File: src/hdl/brwlt_pkg.sv
// Shared types and constants for the block reader/writer lock table.
// No dependencies; imported by every module under hdl/.
package brwlt_pkg;

    // Table geometry
    localparam int TABLE_ENTRIES = 16;
    localparam int KEY_BITS      = 48;
    localparam int COUNT_BITS    = 16;
    localparam int IDX_BITS      = (TABLE_ENTRIES > 1) ? $clog2(TABLE_ENTRIES) : 1;
    localparam int TOTAL_BITS    = COUNT_BITS + 4;
    // Writers: every slot plus the whole-file writer, plus headroom
    localparam int WCNT_BITS     = $clog2(TABLE_ENTRIES + 2);

    localparam logic [COUNT_BITS-1:0] COUNT_MAX = {COUNT_BITS{1'b1}};
    localparam logic [TOTAL_BITS-1:0] TOTAL_MAX = {TOTAL_BITS{1'b1}};
    localparam logic [IDX_BITS-1:0]   LAST_IDX  = IDX_BITS'(TABLE_ENTRIES - 1);

    // Request opcodes
    typedef enum logic [1:0] {
        OP_RD_LOCK   = 2'd0,
        OP_RD_UNLOCK = 2'd1,
        OP_WR_LOCK   = 2'd2,
        OP_WR_UNLOCK = 2'd3
    } op_t;

    // Response status codes
    typedef enum logic [1:0] {
        ST_OK       = 2'd0,
        ST_WAIT     = 2'd1,
        ST_FULL     = 2'd2,
        ST_NOT_HELD = 2'd3
    } status_t;

    // Slot read port, as seen by the controller
    typedef struct packed {
        logic                  valid;
        logic                  match;
        logic [COUNT_BITS-1:0] readers;
        logic                  writer;
    } slot_rd_t;

    // Slot write command from the controller
    typedef struct packed {
        logic                  en;
        logic [IDX_BITS-1:0]   idx;
        logic                  valid;
        logic [KEY_BITS-1:0]   key;
        logic [COUNT_BITS-1:0] readers;
        logic                  writer;
    } slot_upd_t;

endpackage

File: src/hdl/brwlt_slot_table.sv
// Slot storage for the lock table: valid bits, keys, reader counts, writer flags.
// Holds the shared key comparator. Depends on brwlt_pkg.
module brwlt_slot_table (
    input  logic                                aclk,
    input  logic                                aresetn,
    input  logic [brwlt_pkg::IDX_BITS-1:0]      rd_idx,
    input  logic [brwlt_pkg::KEY_BITS-1:0]      cmp_key,
    output brwlt_pkg::slot_rd_t                 rd,
    input  brwlt_pkg::slot_upd_t                upd
);
    import brwlt_pkg::*;

    logic [TABLE_ENTRIES-1:0] slot_valid_reg;
    logic [KEY_BITS-1:0]      slot_key_reg     [TABLE_ENTRIES];
    logic [COUNT_BITS-1:0]    slot_readers_reg [TABLE_ENTRIES];
    logic                     slot_writer_reg  [TABLE_ENTRIES];

    // Valid bits: cleared by reset
    always_ff @(posedge aclk) begin
        if (!aresetn) begin
            slot_valid_reg <= '0;
        end else if (upd.en) begin
            slot_valid_reg[upd.idx] <= upd.valid;
        end
    end

    // Slot payload: undefined until written
    always_ff @(posedge aclk) begin
        if (upd.en) begin
            slot_key_reg[upd.idx]     <= upd.key;
            slot_readers_reg[upd.idx] <= upd.readers;
            slot_writer_reg[upd.idx]  <= upd.writer;
        end
    end

    // Single read port and the shared key compare
    always_comb begin
        rd.valid   = slot_valid_reg[rd_idx];
        rd.match   = slot_valid_reg[rd_idx] && (slot_key_reg[rd_idx] == cmp_key);
        rd.readers = slot_readers_reg[rd_idx];
        rd.writer  = slot_writer_reg[rd_idx];
    end

endmodule

File: src/hdl/brwlt_ctrl.sv
// Sequencer for the lock table: slot scan, lock decision, counters, response register.
// Depends on brwlt_pkg; drives brwlt_slot_table through its read and update ports.
module brwlt_ctrl (
    input  logic                              aclk,
    input  logic                              aresetn,
    input  logic                              in_valid,
    output logic                              in_ready,
    input  logic [1:0]                        in_op,
    input  logic                              in_whole_file,
    input  logic [brwlt_pkg::KEY_BITS-1:0]    in_key,
    output logic                              out_valid,
    input  logic                              out_ready,
    output logic                              out_granted,
    output logic [1:0]                        out_status,
    output logic [brwlt_pkg::IDX_BITS-1:0]    rd_idx,
    output logic [brwlt_pkg::KEY_BITS-1:0]    cmp_key,
    input  brwlt_pkg::slot_rd_t               rd,
    output brwlt_pkg::slot_upd_t              upd
);
    import brwlt_pkg::*;

    typedef enum logic [3:0] {
        S_IDLE   = 4'b0001,
        S_SCAN   = 4'b0010,
        S_DECIDE = 4'b0100,
        S_RESP   = 4'b1000
    } state_t;

    state_t                state_reg, state_next;
    op_t                   op_reg;
    logic                  whole_reg;
    logic [KEY_BITS-1:0]   key_reg;
    logic [IDX_BITS-1:0]   idx_reg;
    logic                  hit_reg;
    logic [IDX_BITS-1:0]   hit_idx_reg;
    logic                  free_ok_reg;
    logic [IDX_BITS-1:0]   free_idx_reg;
    logic [COUNT_BITS-1:0] file_readers_reg, file_readers_next;
    logic                  file_writer_reg, file_writer_next;
    logic [TOTAL_BITS-1:0] total_readers_reg, total_readers_next;
    logic [WCNT_BITS-1:0]  total_writers_reg, total_writers_next;
    status_t               status_reg, status_next;

    logic                  accept;
    logic [TOTAL_BITS-1:0] tr_inc, tr_dec;
    logic [WCNT_BITS-1:0]  tw_inc, tw_dec;
    logic [COUNT_BITS-1:0] rd_dec;

    assign accept      = in_valid && in_ready;
    assign in_ready    = (state_reg == S_IDLE);
    assign out_valid   = (state_reg == S_RESP);
    assign out_status  = status_reg;
    assign out_granted = (status_reg == ST_OK);

    // One slot read address: scan index while scanning, hit slot when deciding
    assign rd_idx  = (state_reg == S_SCAN) ? idx_reg : hit_idx_reg;
    assign cmp_key = key_reg;

    // Counter steps, totals saturate at zero on release
    assign tr_inc = total_readers_reg + TOTAL_BITS'(1);
    assign tr_dec = (total_readers_reg == '0) ? '0 : total_readers_reg - TOTAL_BITS'(1);
    assign tw_inc = total_writers_reg + WCNT_BITS'(1);
    assign tw_dec = (total_writers_reg == '0) ? '0 : total_writers_reg - WCNT_BITS'(1);
    assign rd_dec = rd.readers - COUNT_BITS'(1);

    // Lock decision, evaluated in the decide cycle
    always_comb begin
        status_next        = ST_OK;
        file_readers_next  = file_readers_reg;
        file_writer_next   = file_writer_reg;
        total_readers_next = total_readers_reg;
        total_writers_next = total_writers_reg;
        upd.en      = 1'b0;
        upd.idx     = hit_idx_reg;
        upd.valid   = 1'b1;
        upd.key     = key_reg;
        upd.readers = rd.readers;
        upd.writer  = rd.writer;

        if (whole_reg) begin
            unique case (op_reg)
                OP_RD_LOCK: begin
                    if (total_writers_reg != '0) begin
                        status_next = ST_WAIT;
                    end else if (file_readers_reg == COUNT_MAX ||
                                 total_readers_reg == TOTAL_MAX) begin
                        status_next = ST_FULL;
                    end else begin
                        file_readers_next  = file_readers_reg + COUNT_BITS'(1);
                        total_readers_next = tr_inc;
                    end
                end
                OP_RD_UNLOCK: begin
                    if (file_readers_reg == '0) begin
                        status_next = ST_NOT_HELD;
                    end else begin
                        file_readers_next  = file_readers_reg - COUNT_BITS'(1);
                        total_readers_next = tr_dec;
                    end
                end
                OP_WR_LOCK: begin
                    if (total_readers_reg != '0 || total_writers_reg != '0) begin
                        status_next = ST_WAIT;
                    end else begin
                        file_writer_next   = 1'b1;
                        total_writers_next = tw_inc;
                    end
                end
                OP_WR_UNLOCK: begin
                    if (!file_writer_reg) begin
                        status_next = ST_NOT_HELD;
                    end else begin
                        file_writer_next   = 1'b0;
                        total_writers_next = tw_dec;
                    end
                end
            endcase
        end else begin
            unique case (op_reg)
                OP_RD_LOCK: begin
                    if (file_writer_reg || (hit_reg && rd.writer)) begin
                        status_next = ST_WAIT;
                    end else if (!hit_reg) begin
                        if (!free_ok_reg || total_readers_reg == TOTAL_MAX) begin
                            status_next = ST_FULL;
                        end else begin
                            upd.en             = 1'b1;
                            upd.idx            = free_idx_reg;
                            upd.readers        = COUNT_BITS'(1);
                            upd.writer         = 1'b0;
                            total_readers_next = tr_inc;
                        end
                    end else if (rd.readers == COUNT_MAX ||
                                 total_readers_reg == TOTAL_MAX) begin
                        status_next = ST_FULL;
                    end else begin
                        upd.en             = 1'b1;
                        upd.readers        = rd.readers + COUNT_BITS'(1);
                        total_readers_next = tr_inc;
                    end
                end
                OP_RD_UNLOCK: begin
                    if (!hit_reg || rd.readers == '0) begin
                        status_next = ST_NOT_HELD;
                    end else begin
                        upd.en             = 1'b1;
                        upd.readers        = rd_dec;
                        upd.valid          = (rd_dec != '0) || rd.writer;
                        total_readers_next = tr_dec;
                    end
                end
                OP_WR_LOCK: begin
                    if (file_writer_reg || file_readers_reg != '0 || hit_reg) begin
                        status_next = ST_WAIT;
                    end else if (!free_ok_reg) begin
                        status_next = ST_FULL;
                    end else begin
                        upd.en             = 1'b1;
                        upd.idx            = free_idx_reg;
                        upd.readers        = '0;
                        upd.writer         = 1'b1;
                        total_writers_next = tw_inc;
                    end
                end
                OP_WR_UNLOCK: begin
                    if (!hit_reg || !rd.writer) begin
                        status_next = ST_NOT_HELD;
                    end else begin
                        upd.en             = 1'b1;
                        upd.writer         = 1'b0;
                        upd.valid          = (rd.readers != '0);
                        total_writers_next = tw_dec;
                    end
                end
            endcase
        end

        // Only the decide cycle commits
        if (state_reg != S_DECIDE) begin
            upd.en = 1'b0;
        end
    end

    // Sequencer
    always_comb begin
        state_next = state_reg;
        unique case (state_reg)
            S_IDLE: begin
                if (accept) begin
                    state_next = in_whole_file ? S_DECIDE : S_SCAN;
                end
            end
            S_SCAN: begin
                if (idx_reg == LAST_IDX) begin
                    state_next = S_DECIDE;
                end
            end
            S_DECIDE: begin
                state_next = S_RESP;
            end
            S_RESP: begin
                if (out_ready) begin
                    state_next = S_IDLE;
                end
            end
            default: begin
                state_next = S_IDLE;
            end
        endcase
    end

    // Control state and lock counters
    always_ff @(posedge aclk) begin
        if (!aresetn) begin
            state_reg         <= S_IDLE;
            file_readers_reg  <= '0;
            file_writer_reg   <= 1'b0;
            total_readers_reg <= '0;
            total_writers_reg <= '0;
        end else begin
            state_reg <= state_next;
            if (state_reg == S_DECIDE) begin
                file_readers_reg  <= file_readers_next;
                file_writer_reg   <= file_writer_next;
                total_readers_reg <= total_readers_next;
                total_writers_reg <= total_writers_next;
            end
        end
    end

    // Request capture, scan bookkeeping, response status
    always_ff @(posedge aclk) begin
        if (accept) begin
            op_reg      <= op_t'(in_op);
            whole_reg   <= in_whole_file;
            key_reg     <= in_key;
            idx_reg     <= '0;
            hit_reg     <= 1'b0;
            free_ok_reg <= 1'b0;
        end else if (state_reg == S_SCAN) begin
            idx_reg <= idx_reg + IDX_BITS'(1);
            if (rd.match) begin
                hit_reg     <= 1'b1;
                hit_idx_reg <= idx_reg;
            end
            if (!rd.valid && !free_ok_reg) begin
                free_ok_reg  <= 1'b1;
                free_idx_reg <= idx_reg;
            end
        end
        if (state_reg == S_DECIDE) begin
            status_reg <= status_next;
        end
    end

`ifndef SYNTHESIS
    // A whole-file writer excludes every other writer
    a_file_writer_alone: assert property (@(posedge aclk) disable iff (!aresetn)
        file_writer_reg |-> total_writers_reg == WCNT_BITS'(1))
        else $error("whole-file writer coexists with other writers");

    // A whole-file writer excludes every reader
    a_file_writer_no_readers: assert property (@(posedge aclk) disable iff (!aresetn)
        file_writer_reg |-> total_readers_reg == '0)
        else $error("whole-file writer coexists with readers");

    // A granted write lock bumps the writer total by one
    a_write_grant_count: assert property (@(posedge aclk) disable iff (!aresetn)
        (state_reg == S_DECIDE && op_reg == OP_WR_LOCK && status_next == ST_OK)
        |=> total_writers_reg == $past(total_writers_reg) + WCNT_BITS'(1))
        else $error("write grant did not update writer total");

    // No new request taken while a response is pending
    a_no_overlap: assert property (@(posedge aclk) disable iff (!aresetn)
        !(in_ready && out_valid))
        else $error("ready asserted with a pending response");
`endif

endmodule

File: src/hdl/block_reader_writer_lock_table_top.sv
// Sequence: a whole-file request passes from acceptance through the decide state to the
// response state; a block request first runs the slot scan over all TABLE_ENTRIES entries,
// which compares one table entry per cycle on the single key comparator, then decides.
// Only one transaction is in flight: a new request is accepted only after the response
// has been taken on m_ready.
// Reset: synchronous active-low aresetn clears slot valid bits, lock counters and the FSM.
module block_reader_writer_lock_table_top (
    input  logic                              aclk,
    input  logic                              aresetn,
    input  logic                              s_valid,
    output logic                              s_ready,
    input  logic [1:0]                        s_op,
    input  logic                              s_whole_file,
    input  logic [brwlt_pkg::KEY_BITS-1:0]    s_block_position,
    output logic                              m_valid,
    input  logic                              m_ready,
    output logic                              m_granted,
    output logic [1:0]                        m_status
);
    import brwlt_pkg::*;

    logic [IDX_BITS-1:0] rd_idx;
    logic [KEY_BITS-1:0] cmp_key;
    slot_rd_t            slot_rd;
    slot_upd_t           slot_upd;

    // Slot storage and key comparator
    brwlt_slot_table u_slot_table (
        .aclk    (aclk),
        .aresetn (aresetn),
        .rd_idx  (rd_idx),
        .cmp_key (cmp_key),
        .rd      (slot_rd),
        .upd     (slot_upd)
    );

    // Scan sequencer and lock decision
    brwlt_ctrl u_ctrl (
        .aclk          (aclk),
        .aresetn       (aresetn),
        .in_valid      (s_valid),
        .in_ready      (s_ready),
        .in_op         (s_op),
        .in_whole_file (s_whole_file),
        .in_key        (s_block_position),
        .out_valid     (m_valid),
        .out_ready     (m_ready),
        .out_granted   (m_granted),
        .out_status    (m_status),
        .rd_idx        (rd_idx),
        .cmp_key       (cmp_key),
        .rd            (slot_rd),
        .upd           (slot_upd)
    );

endmodule
File: config.mk
export PLATFORM = sky130hd
export DESIGN_NAME = block_reader_writer_lock_table_top
export DESIGN_NICKNAME = d
export VERILOG_FILES = /design/src/hdl/brwlt_pkg.sv /design/src/hdl/brwlt_slot_table.sv /design/src/hdl/brwlt_ctrl.sv /design/src/hdl/block_reader_writer_lock_table_top.sv
export SDC_FILE = /design/constraint.sdc
export NUM_CORES = 1
export LEC_CHECK = 0
export BUFFER_PORTS_ARGS = -buffer_cell sky130_fd_sc_hd__buf_2
export CORE_UTILIZATION = 30
export CTS_BUF_LIST = sky130_fd_sc_hd__clkbuf_4 sky130_fd_sc_hd__clkbuf_8 sky130_fd_sc_hd__clkbuf_16
export CTS_CLUSTER_SIZE = 24
export DETAILED_ROUTE_END_ITERATION = 10
export PLACE_DENSITY = 0.46
export SETUP_SLACK_MARGIN = 0.2
export SLEW_MARGIN = 5
export SYNTH_ARGS = -nofsm -noshare
export SYNTH_HDL_FRONTEND = slang
export SYNTH_SLANG_ARGS = --single-unit
export TNS_END_PERCENT = 5
File: constraint.sdc
create_clock -name aclk -period 8.8 [get_ports aclk]
set_clock_uncertainty 0.2 [all_clocks]
set_input_delay 0.88 -clock aclk [delete_from_list [all_inputs] [get_ports aclk]]
set_output_delay 0.88 -clock aclk [all_outputs]
set_load 0.02 [all_outputs]
### Word-level counts from Yosys, hierarchy flattened

Memory sizes are Yosys's and may differ from the RTL's.
Index checks and enable logic that the tools add are counted.

| storage, ports and cells | value |
|---|---|
| output and inout bits | 5 |
| ROM bits | 0 |
| input bits | 55 |
| memory bits (writable) | 1,040 |
| memories | 3 |
| bits in latches | 0 |
| register bits after elaboration | 129 |

| operators by class | value |
|---|---|
| shifts and indexed selects | 0 |
| divide/modulo/power cells | 0 |
| add/subtract/negate cells | 9 |
| bitwise gates (word level) | 1 |
| multipliers | 0 |
| equality and inequality tests | 32 |
| order comparisons | 3 |
| multiplexer cells | 84 |
| reduce and logical (&&, ||, !) cells | 41 |

Memories:

| name | depth | bits a word | read ports | clocked after Yosys merged registers in | write ports | RTL line | source |
|---|---|---|---|---|---|---|---|
| u_slot_table.slot_key_reg | 16 | 48 | 1 | 0 | 1 | brwlt_slot_table.sv:14 | `logic [KEY_BITS-1:0] slot_key_reg [TABLE_ENTRIES];` |
| u_slot_table.slot_readers_reg | 16 | 16 | 1 | 0 | 1 | brwlt_slot_table.sv:15 | `logic [COUNT_BITS-1:0] slot_readers_reg [TABLE_ENTRIES];` |
| u_slot_table.slot_writer_reg | 16 | 1 | 1 | 0 | 1 | brwlt_slot_table.sv:16 | `logic slot_writer_reg [TABLE_ENTRIES];` |

Operator list:

| kind | count |
|---|---|
| two-way mux 20 bit | 10 |
| two-way mux 16 bit | 6 |
| two-way mux 17 bit | 5 |
| one-hot mux 20 bit (2 select lines) | 2 |
| two-way mux 5 bit | 11 |
| == test 48 bit | 1 |
| one-hot mux 16 bit (3 select lines) | 1 |
| nonzero test 16 bit | 3 |
| adder 16 x 1 -> 16 bit (second input constant) | 2 |
| == test 16 bit (second input constant) | 2 |
| zero test 16 bit | 2 |
| one-hot mux 16 bit (2 select lines) | 1 |
| subtractor 16 x 1 -> 16 bit (second input constant) | 2 |
| two-way mux 2 bit | 13 |
| adder 20 x 1 -> 20 bit (second input constant) | 1 |
| == test 20 bit (second input constant) | 1 |
| zero test 20 bit | 1 |
| two-way mux 4 bit | 5 |
| one-hot mux 5 bit (2 select lines) | 2 |
| nonzero test 20 bit | 1 |
| subtractor 20 x 1 -> 20 bit (second input constant) | 1 |
| bitwise mux 16 bit | 1 |
| one-hot mux 2 bit (4 select lines) | 2 |
| one-hot mux 4 bit (4 select lines) | 1 |
| other kinds (41) | 93 |

### Depth between registers and ports, before layout

Gate-level depths: netlist of the first run.
An unclocked memory read counts as a cell.

| logic depth | value |
|---|---|
| depth after elaboration | 15 |
| mapped depth | 22 |
| mapped depth without buffers | 15 |

### Hierarchy

From an unflattened synthesis of the first run, not the netlist that was laid out.

| unflattened totals | value |
|---|---|
| cells, all modules | 2,756 |
| area total of the unflattened synthesis | 48,859.4 um^2 |

By module, submodules not included:

| module | instances | seq. area each (um^2) | area each (um^2) | cells each |
|---|---|---|---|---|
| brwlt_slot_table | 1 | 31,550.3 | 41,217.0 | 1,848 |
| brwlt_ctrl | 1 | 2,872.8 | 7,642.3 | 908 |

### Worst setup path before layout of the first run

Ideal clock, no wire load.

| timing | value |
|---|---|
| path kind | register -> register |
| start | register u_ctrl.state_reg[3] |
| end | memory u_slot_table.slot_key_reg[1][0] (enable) |
| cell stages (with the launch flop) | 20 |
| data arrival time | 8,164 ps |
| setup time | 570 ps |
| buffers on the path | 5 |
| period minus slack after synthesis | 8,934 ps |
| setup slack | -134 ps |
| path through | dfxtp_1 > buf_2 > or4b_1 > buf_2 > mux2_4 > buf_6 > buf_2 > mux2i_1 > mux4_2 > nand2_1 > o21a_1 > inv_1 > ha_1 > inv_1 > nor4_4 > nand4_2 > o211ai_1 > o2bb2ai_4 > buf_4 > nor3_1 |

| on the way | value |
|---|---|
| cells in the longest elaborated chain, start to end | 13 |

RTL lines:

| item | RTL line | source |
|---|---|---|
| start: declaration | brwlt_ctrl.sv:29 | `state_t state_reg, state_next;` |
| start signal: assignment | brwlt_ctrl.sv:221 | `state_reg <= state_next;` |
| == test 4 x 2 -> 1 bit | brwlt_ctrl.sv:56 | `assign rd_idx = (state_reg == S_SCAN) ? idx_reg : hit_idx_reg;` |
| two-way mux 4 bit | brwlt_ctrl.sv:56 |  |
| memory read (16 x 16 bit) | n/a |  |
| == test 16 bit | brwlt_ctrl.sv:133 | `end else if (rd.readers == COUNT_MAX \|\|` |
| logical OR 1 bit | brwlt_ctrl.sv:133 |  |
| two-way mux 1 bit | brwlt_ctrl.sv:133 |  |
| two-way mux 1 bit | brwlt_ctrl.sv:123 | `end else if (!hit_reg) begin` |
| two-way mux 5 bit | brwlt_ctrl.sv:121 | `if (file_writer_reg \|\| (hit_reg && rd.writer)) begin` |
| one-hot mux 1 bit (4 select lines) | brwlt_ctrl.sv:119 | `unique case (op_reg)` |
| two-way mux 6 bit | brwlt_ctrl.sv:80 | `if (whole_reg) begin` |
| two-way mux 1 bit | brwlt_ctrl.sv:179 | `if (state_reg != S_DECIDE) begin` |
| two-way mux 1 bit | brwlt_slot_table.sv:29 | `if (upd.en) begin` |
| two-way mux 1 bit (implied by the code) | brwlt_slot_table.sv:30 | `slot_key_reg[upd.idx] <= upd.key;` |
| end: declaration | brwlt_slot_table.sv:14 |  |

Several ways; a longest one is shown, not always the timed one.

### Worst setup path after layout of the first run

| timing | value |
|---|---|
| start | register u_ctrl.state_reg[1] |
| end | memory u_slot_table.slot_key_reg[7][39] (enable) |

The elaborated chain is that of the path after synthesis.

==> results of run 1 <==
[Yosys cell counts (24+ instances only)]
| library cell | count |
|---|---|
| buf_1 | 43 |
| xnor2_1 | 25 |
| a311oi_1 | 124 |
| nand2_1 | 720 |
| nand4_1 | 24 |
| o31ai_1 | 25 |
| a31oi_1 | 66 |
| clkbuf_1 | 126 |
| o221a_2 | 138 |
| a211oi_1 | 136 |
| nor4_1 | 26 |
| buf_2 | 101 |
| a21oi_1 | 130 |
| o21ai_0 | 46 |
| edfxtp_1 | 1101 |
| inv_1 | 38 |
| and3_1 | 30 |
| a2111oi_0 | 38 |
| nand3_1 | 245 |
| dfxtp_1 | 68 |
| nor2_1 | 124 |
| xor2_1 | 32 |
| mux2i_1 | 86 |
| buf_4 | 26 |
| nor3_1 | 48 |
[through the flow]
step | cells | util (%) | power (W) | hold slack, ns
final | 6245 | 34.5 | 0.0126 | 0.0779
after detailed placement | 6001 | 31.9 | 0.00719 | 0.282
after floorplan | 3926 | - | 0.00685 | 0.224
after global placement | 6001 | 31.9 | 0.00718 | 0.274
after global routing | 6244 | 34.5 | 0.0130 | 0.0212
after CTS | 6244 | 34.5 | 0.0127 | 0.0134
[critical path, delay by kind of cell, from the launching register on]
kind	cells	cell delay, ns
and+or+nand+nor	6	2.90
buffers and inverters	3	1.88
AOI/OAI and AO/OA	5	1.33
DFF	1	0.42
[cells by family (layout without fill, tap and decap cells)]
kind of cell    Yosys count  after routing
buf+inv                 342            442
mux                     110            110
xor+xnor                 57             57
other cells               0              1
flops                  1169           1169
compound gates          890            890
simple gates           1335           1335
fa+ha+maj                23             23
[path summary, 6_finish.rpt]
kind / from / to / slack (ns)
worst min-delay path: s_block_position[24] / u_ctrl.cmp_key[24] / 0.08
worst max register to register: u_ctrl.state_reg[1] / u_slot_table.slot_key_reg[7][39] / 1.54
worst min register to register: u_slot_table.slot_valid_reg[11] / u_slot_table.slot_valid_reg[11] / 0.29
worst max-delay path: u_ctrl.state_reg[1] / u_slot_table.slot_key_reg[7][39] / 1.54
[placed cells by master, fill, tap and decap left out, types with 32 or more instances in the layout]
cell type  synthesis  routed
a311oi_1         124     124
nor2_1           124     109
nand2_1          720     720
a211oi_1         136     136
buf_4             26      84
a21oi_1          130     130
xor2_1            32      32
dfxtp_1           68      68
edfxtp_1        1101    1101
nor3_1            48      47
a31oi_1           66      66
nand3_1          245     245
a2111oi_0         38      38
mux2i_1           86      85
o21ai_0           46      46
buf_2            101      59
o221a_2          138     138
clkinv_1           0      33
inv_1             38      37
clkbuf_16          0     140
[area by class of cell]
type | count | share of cell area [%]
Timing Repair Buffer | 161 | 2.20
Clock inverter | 70 | 1.01
Inverter | 38 | 0.249
Antenna cell | 1 | 0.00429
Clock buffer | 173 | 6.46
Sequential cell | 1169 | 59.0
Tap cell | 2218 | 4.75
Multi-Input combinational cell | 2415 | 26.4
[power by group through the flow]
stage / Combinational [W] / Clock (W) / Sequential [W]
after floorplan: 0.000432 / 0 / 0.00642
after global placement: 0.000708 / 0 / 0.00647
after detailed placement: 0.000709 / 0 / 0.00648
after CTS: 0.000711 / 0.00564 / 0.00636
after global routing: 0.000764 / 0.00584 / 0.00637
final: 0.000706 / 0.00550 / 0.00636
[metal layers]
metal  vias up  share of wire (%)  GRT usage [%]
met5         -                  0              0
met4         0                2.3           5.00
met1     17300                 46           25.3
met2      1030                 46           28.1
li1      15400                  -              -
met3       209                5.5           3.08
==> impl_metrics.tcl, run 1 <==
set metrics [dict create \
    fillers 16400 \
    routedWlPerCell_um 25.2 \
    synth_top_family_by_area "compound AO/OA/AOI/OAI gates" \
    min_period_over_period_pct 82.4 \
    crit_type "reg2reg" \
    synthDistinctLibCells 103 \
    largest_register_ffs 768 \
    hold_path.class "in2reg" \
    setup_viol_count_final 0 \
    outcome "completed" \
    tns_ns 0 \
    maxSlewViolCount 0 \
    synth-edff-count 1101 \
    muxShareOfSynthArea_pct 2.34 \
    place_hpwl_mm 81.3 \
    cts_hold_buf 0 \
    die_h_um 415 \
    htree_num_levels 4 \
    yosys.area_share.xor_xnor_pct 0.975 \
    yosysSeqAreaShare_pct 67.3 \
    synthDominantCellAreaShare_pct 64.6 \
    vias 33900 \
    grt.overflow.total 0 \
    worst-path-max-fanout 114 \
    num_io_pins 60 \
    cp-end-kind "register" \
    cts_buffers 137 \
    clock-sinks 1169 \
    gp_congestion 0.842 \
    worst_path_max_delay_cell "or3b_4" \
    path_common_cell "buf_4" \
    reg2regPathDepth 14 \
    crit_chain "or3b_4 > o22ai_4 > buf_12 > buf_4 > a2111oi_0 > nor4_1 > a211o_1 > nor2_1 > nand4_2 > o211ai_1 > o2bb2ai_4 > or2_1 > nor2_4 > buf_4" \
    wirelength_mm 157 \
    min_path_cells 1 \
    start_util_pct 30.2 \
    viasPerCell 5.43 \
    final_nets 4000 \
    avgSynthCellArea_um2 13.0 \
    max_cap_violations 0 \
    synth_compound_area_share_pct 14.0 \
    yosys_warnings 0 \
    multiInputGateArea_mm2 0.0154 \
    powerDensity_mw_per_mm2 215 \
    ys_ff_latch 1169 \
    synth_fa_ha_area_share_pct 0.577 \
    internal_power_w 0.00956 \
    cpPeakStageDelay_ns 0.72 \
    netlist_instances 3926 \
    rsz0062_at_grt "no" \
    synth_area_mm2 0.0512 \
    drive_gt1_share_pct 14.9 \
    crit_required_ns 9.00 \
    final_cell_area_mm2 0.0584 \
    sw_frac_of_total_pct 23.9 \
    slew_headroom_pct 12.7 \
    max-vdd-ir-drop_v 0.000155 \
    ctsResizeCount 0 \
    synthArstFlopShare_pct 0 \
    dpl_cell_area_mm2 0.0540 \
    drc_errors 0 \
    cp-start-kind "register" \
    worstSkewPairLatency_ns 0.78 \
    groute.usage.overall_pct 17.9 \
    ys_top_cells_by_area "edfxtp_1 (65%), nand2_1 (5.3%), o221a_2 (3.0%)" \
    worstPathArrival_ns 7.45 \
    synth_nets 4004 \
    p_clk_share_pct 43.8 \
    yosys.area_share.simple_pct 11.8 \
    firstDrtPassIters 5 \
    period_needed_ns 7.26 \
    die_x_um 415 \
    core_area_mm2 0.169 \
    fmax_ghz 0.138 \
    area_growth_syn_to_layout_pct 14.1 \
    power_frac_seq_pct 50.6 \
    worst_slew_pin_slew_ns 1.27 \
    drt_iter0_drc 2926 \
    postRouteAntennaNets 0 \
    dp_slack_ns 1.60 \
    dieArea_mm2 0.172 \
    p_comb_share_pct 5.6 \
    hold_violations 0 \
    fp-row-count 151 \
    grt_max_degree 178 \
    grt_pass1_vias 33200 \
    root_buffer "clkbuf_16" \
    clk_pin_slew_ns 0.06 \
    cts_tree "built" \
    grt_antenna_before_repair 2 \
    regArea_mm2 0.0344 \
    io_buffers 59 \
    ys.flop_type "edfxtp_1" \
    cts_buffer_depth 3 \
    cts_setup_buffers 0 \
    final.setup.worst_slack_ns 1.54 \
    leakagePower_nw 18.9 \
    switchingPower_w 0.00300 \
    synth_top_area_cell "edfxtp_1" \
    grt_pass1_wl_mm 231 \
]
Power figures use the tool's default switching activity.
==> inputs of run 2 (changes only) <==
--- a/config.mk
+++ b/config.mk
@@ -5,6 +5,7 @@
 export SDC_FILE = /design/constraint.sdc
 export NUM_CORES = 1
 export LEC_CHECK = 0
+export ABC_AREA = 1
 export BUFFER_PORTS_ARGS = -buffer_cell sky130_fd_sc_hd__buf_2
 export CORE_UTILIZATION = 30
 export CTS_BUF_LIST = sky130_fd_sc_hd__clkbuf_4 sky130_fd_sc_hd__clkbuf_8 sky130_fd_sc_hd__clkbuf_16
==> constraint.sdc (replaced) <==
create_clock -name aclk -period 6.15 [get_ports aclk]
set_clock_uncertainty 0.2 [all_clocks]
set_input_delay 0.615 -clock aclk [delete_from_list [all_inputs] [get_ports aclk]]
set_output_delay 0.615 -clock aclk [all_outputs]
set_load 0.02 [all_outputs]
==> impl_metrics.tcl, run 2 <==
set metrics [dict create \
    hold_path.class "in2reg" \
    outcome "completed" \
    core_area_mm2 0.170 \
    synthArstFlopShare_pct 0 \
    synthDominantCellAreaShare_pct 64.3 \
    clk_pin_slew_ns 0.06 \
    grt.overflow.total 0 \
    path_common_cell "nand3_1" \
    cts_hold_buf 52 \
    synth_commonest_cells "nand2_1 (1,295), edfxtp_1 (1,101), nand3_1 (992), inv_1 (331), nor2_1 (197)" \
    dr_wl_met3_mm 5.88 \
    cpPeakStageDelay_ns 0.69 \
    clock-sinks 1169 \
    hold_violations 0 \
    crit_required_ns 6.31 \
    dieArea_mm2 0.173 \
    crit_type "reg2reg" \
    num_io_pins 60 \
    post-route-util_pct 35.1 \
    layout_commonest_cell "nand2_1" \
    drc_errors 0 \
    final_nets 5028 \
    viasPerCell 4.93 \
    grt_max_degree 160 \
    period_needed_ns 5.31 \
    netlist_instances 4830 \
    io_buffers 59 \
    start_util_pct 30.3 \
    firstDrtPassIters 6 \
    worst_slew_pin_slew_ns 0.979 \
    power_w 0.0197 \
    grt_antenna_before_repair 1 \
    ctsResizeCount 0 \
    layout_common_cells "nand2_1 (1,295), edfxtp_1 (1,101), nand3_1 (992), inv_1 (319), nor2_1 (195)" \
    synth_nets 4908 \
    maxSlewViolCount 0 \
    drt_iter0_drc 2870 \
    ys_ff_latch 1169 \
    cts_setup_buffers 0 \
    powerDensity_mw_per_mm2 330 \
    yosysMostFrequentCell "nand2_1" \
    yosys_warnings 0 \
    die_x_um 416 \
    max_cap_violations 0 \
    worstSkewPairLatency_ns 0.77 \
    grt_pass1_wl_mm 237 \
    cts_buffers 136 \
    grt_pass1_vias 35700 \
    synth_area_mm2 0.0514 \
    worst_path_max_delay_cell "nor2_1" \
    final_cells 7273 \
    drive_gt1_share_pct 9.82 \
    cts_tree "built" \
    groute.usage.overall_pct 18.0 \
    dpl_cell_area_mm2 0.0547 \
    cp-start-kind "register" \
    synth_top_area_cell "edfxtp_1" \
    crit_chain "nor2_4 > nand2_4 > nand2_4 > nand2_8 > inv_8 > buf_12 > nand2_1 > nand3_1 > nand3_1 > nand3_1 > nand2_1 > xnor2_1 > nor2_1 > nand3_1 > nor2_1 > nand4_1 > nor2_1" \
    worstPathArrival_ns 5.47 \
    worst-path-max-fanout 159 \
    synth-edff-count 1101 \
    gp_congestion 0.869 \
    wl_met2_mm 74.8 \
    setup_viol_count_final 0 \
    synthDistinctLibCells 51 \
    rsz0062_at_grt "no" \
    ys_top_cells_by_area "edfxtp_1 (64%), nand3_1 (9.7%), nand2_1 (9.4%)" \
    avgSynthCellArea_um2 10.7 \
    fmax_ghz 0.188 \
    cp-end-kind "register" \
    vias 35900 \
    wirelength_met1_mm 73.8 \
    place_inst 6978 \
    wirelength_mm 158 \
    routed.top_layer "met4" \
    largest_register_ffs 768 \
    routedWlPerCell_um 21.7 \
    min_period_over_period_pct 86.3 \
    leakagePower_nw 22.0 \
    die_h_um 416 \
    htree_num_levels 4 \
    max-vdd-ir-drop_v 0.000257 \
    yosysSeqAreaShare_pct 66.9 \
    ys.flop_type "edfxtp_1" \
    cts_buffer_depth 3 \
    place_hpwl_mm 91.0 \
    root_buffer "clkbuf_16" \
    final_cell_area_mm2 0.0597 \
    tns_ns 0 \
    area_growth_syn_to_layout_pct 16.0 \
    slew_headroom_pct 34.7 \
    fp-row-count 151 \
    postRouteAntennaNets 0 \
]
-- run 2: logic make-up after synthesis --
group / after synthesis / share of synthesized area (%)
xor gates and xnor gates: 60 / 1.02
buffers and inverters: 603 / 5.01
AOI/OAI and AO/OA: 277 / 3.05
DFF: 1169 / 66.9
adders and majority gates: 23 / 0.574
and+or+nand+nor: 2698 / 23.4
-- run 2: area by class of cell --
class,instances,area (um^2)
flip-flops and latches,1169,34400
repair buffers,241,2180
well taps,2218,2780
clock inverters,63,643
diodes,2,5.00
multi-input cells,3058,14500
inverters,344,1360
fillers,16900,110000
clock buffers,178,3770
-- run 2: stage by stage --
step | hold slack, ns | setup slack (ns)
detailed placement | 0.267 | 0.862
global placement | 0.266 | 0.810
global route | 0.0323 | 0.548
floorplan | 0.244 | 1.44
CTS | 0.00381 | 0.840
finish | 0.0485 | 0.845
-- run 2: report_power, final --
part | switching, W | internal, W | total, W
clock network | 0.00335 | 0.00469 | 0.00804
registers | 0.000146 | 0.00910 | 0.00925
logic | 0.00181 | 0.000610 | 0.00242
total | 0.00530 | 0.0144 | 0.0197
-- run 2: per-layer routing --
layer,up-vias,track usage [%]
met5,-,0
met4,0,4.90
met3,204,2.31
met2,830,29.5
met1,17800,25.1
li1,17100,-
-- run 2: worst max-delay path: cells and delay by family, from the launching register on --
kind,cells,cell delay (ns)
XOR/XNOR,1,0.19
AND/OR/NAND/NOR,14,2.95
flip-flops,1,0.34
buffers and inverters,2,0.95
-- run 2: final timing paths --
kind	startpoint	cells past startpoint	slack, ns	to
max	u_ctrl.state_reg[3]	17	0.84	u_ctrl.hit_idx_reg[3]
min	s_valid	4	0.05	u_ctrl.state_reg[0]
max reg2reg	u_ctrl.state_reg[3]	17	0.84	u_ctrl.hit_idx_reg[3]
min reg2reg	u_ctrl.file_readers_reg[15]	1	0.28	u_ctrl.file_readers_reg[15]
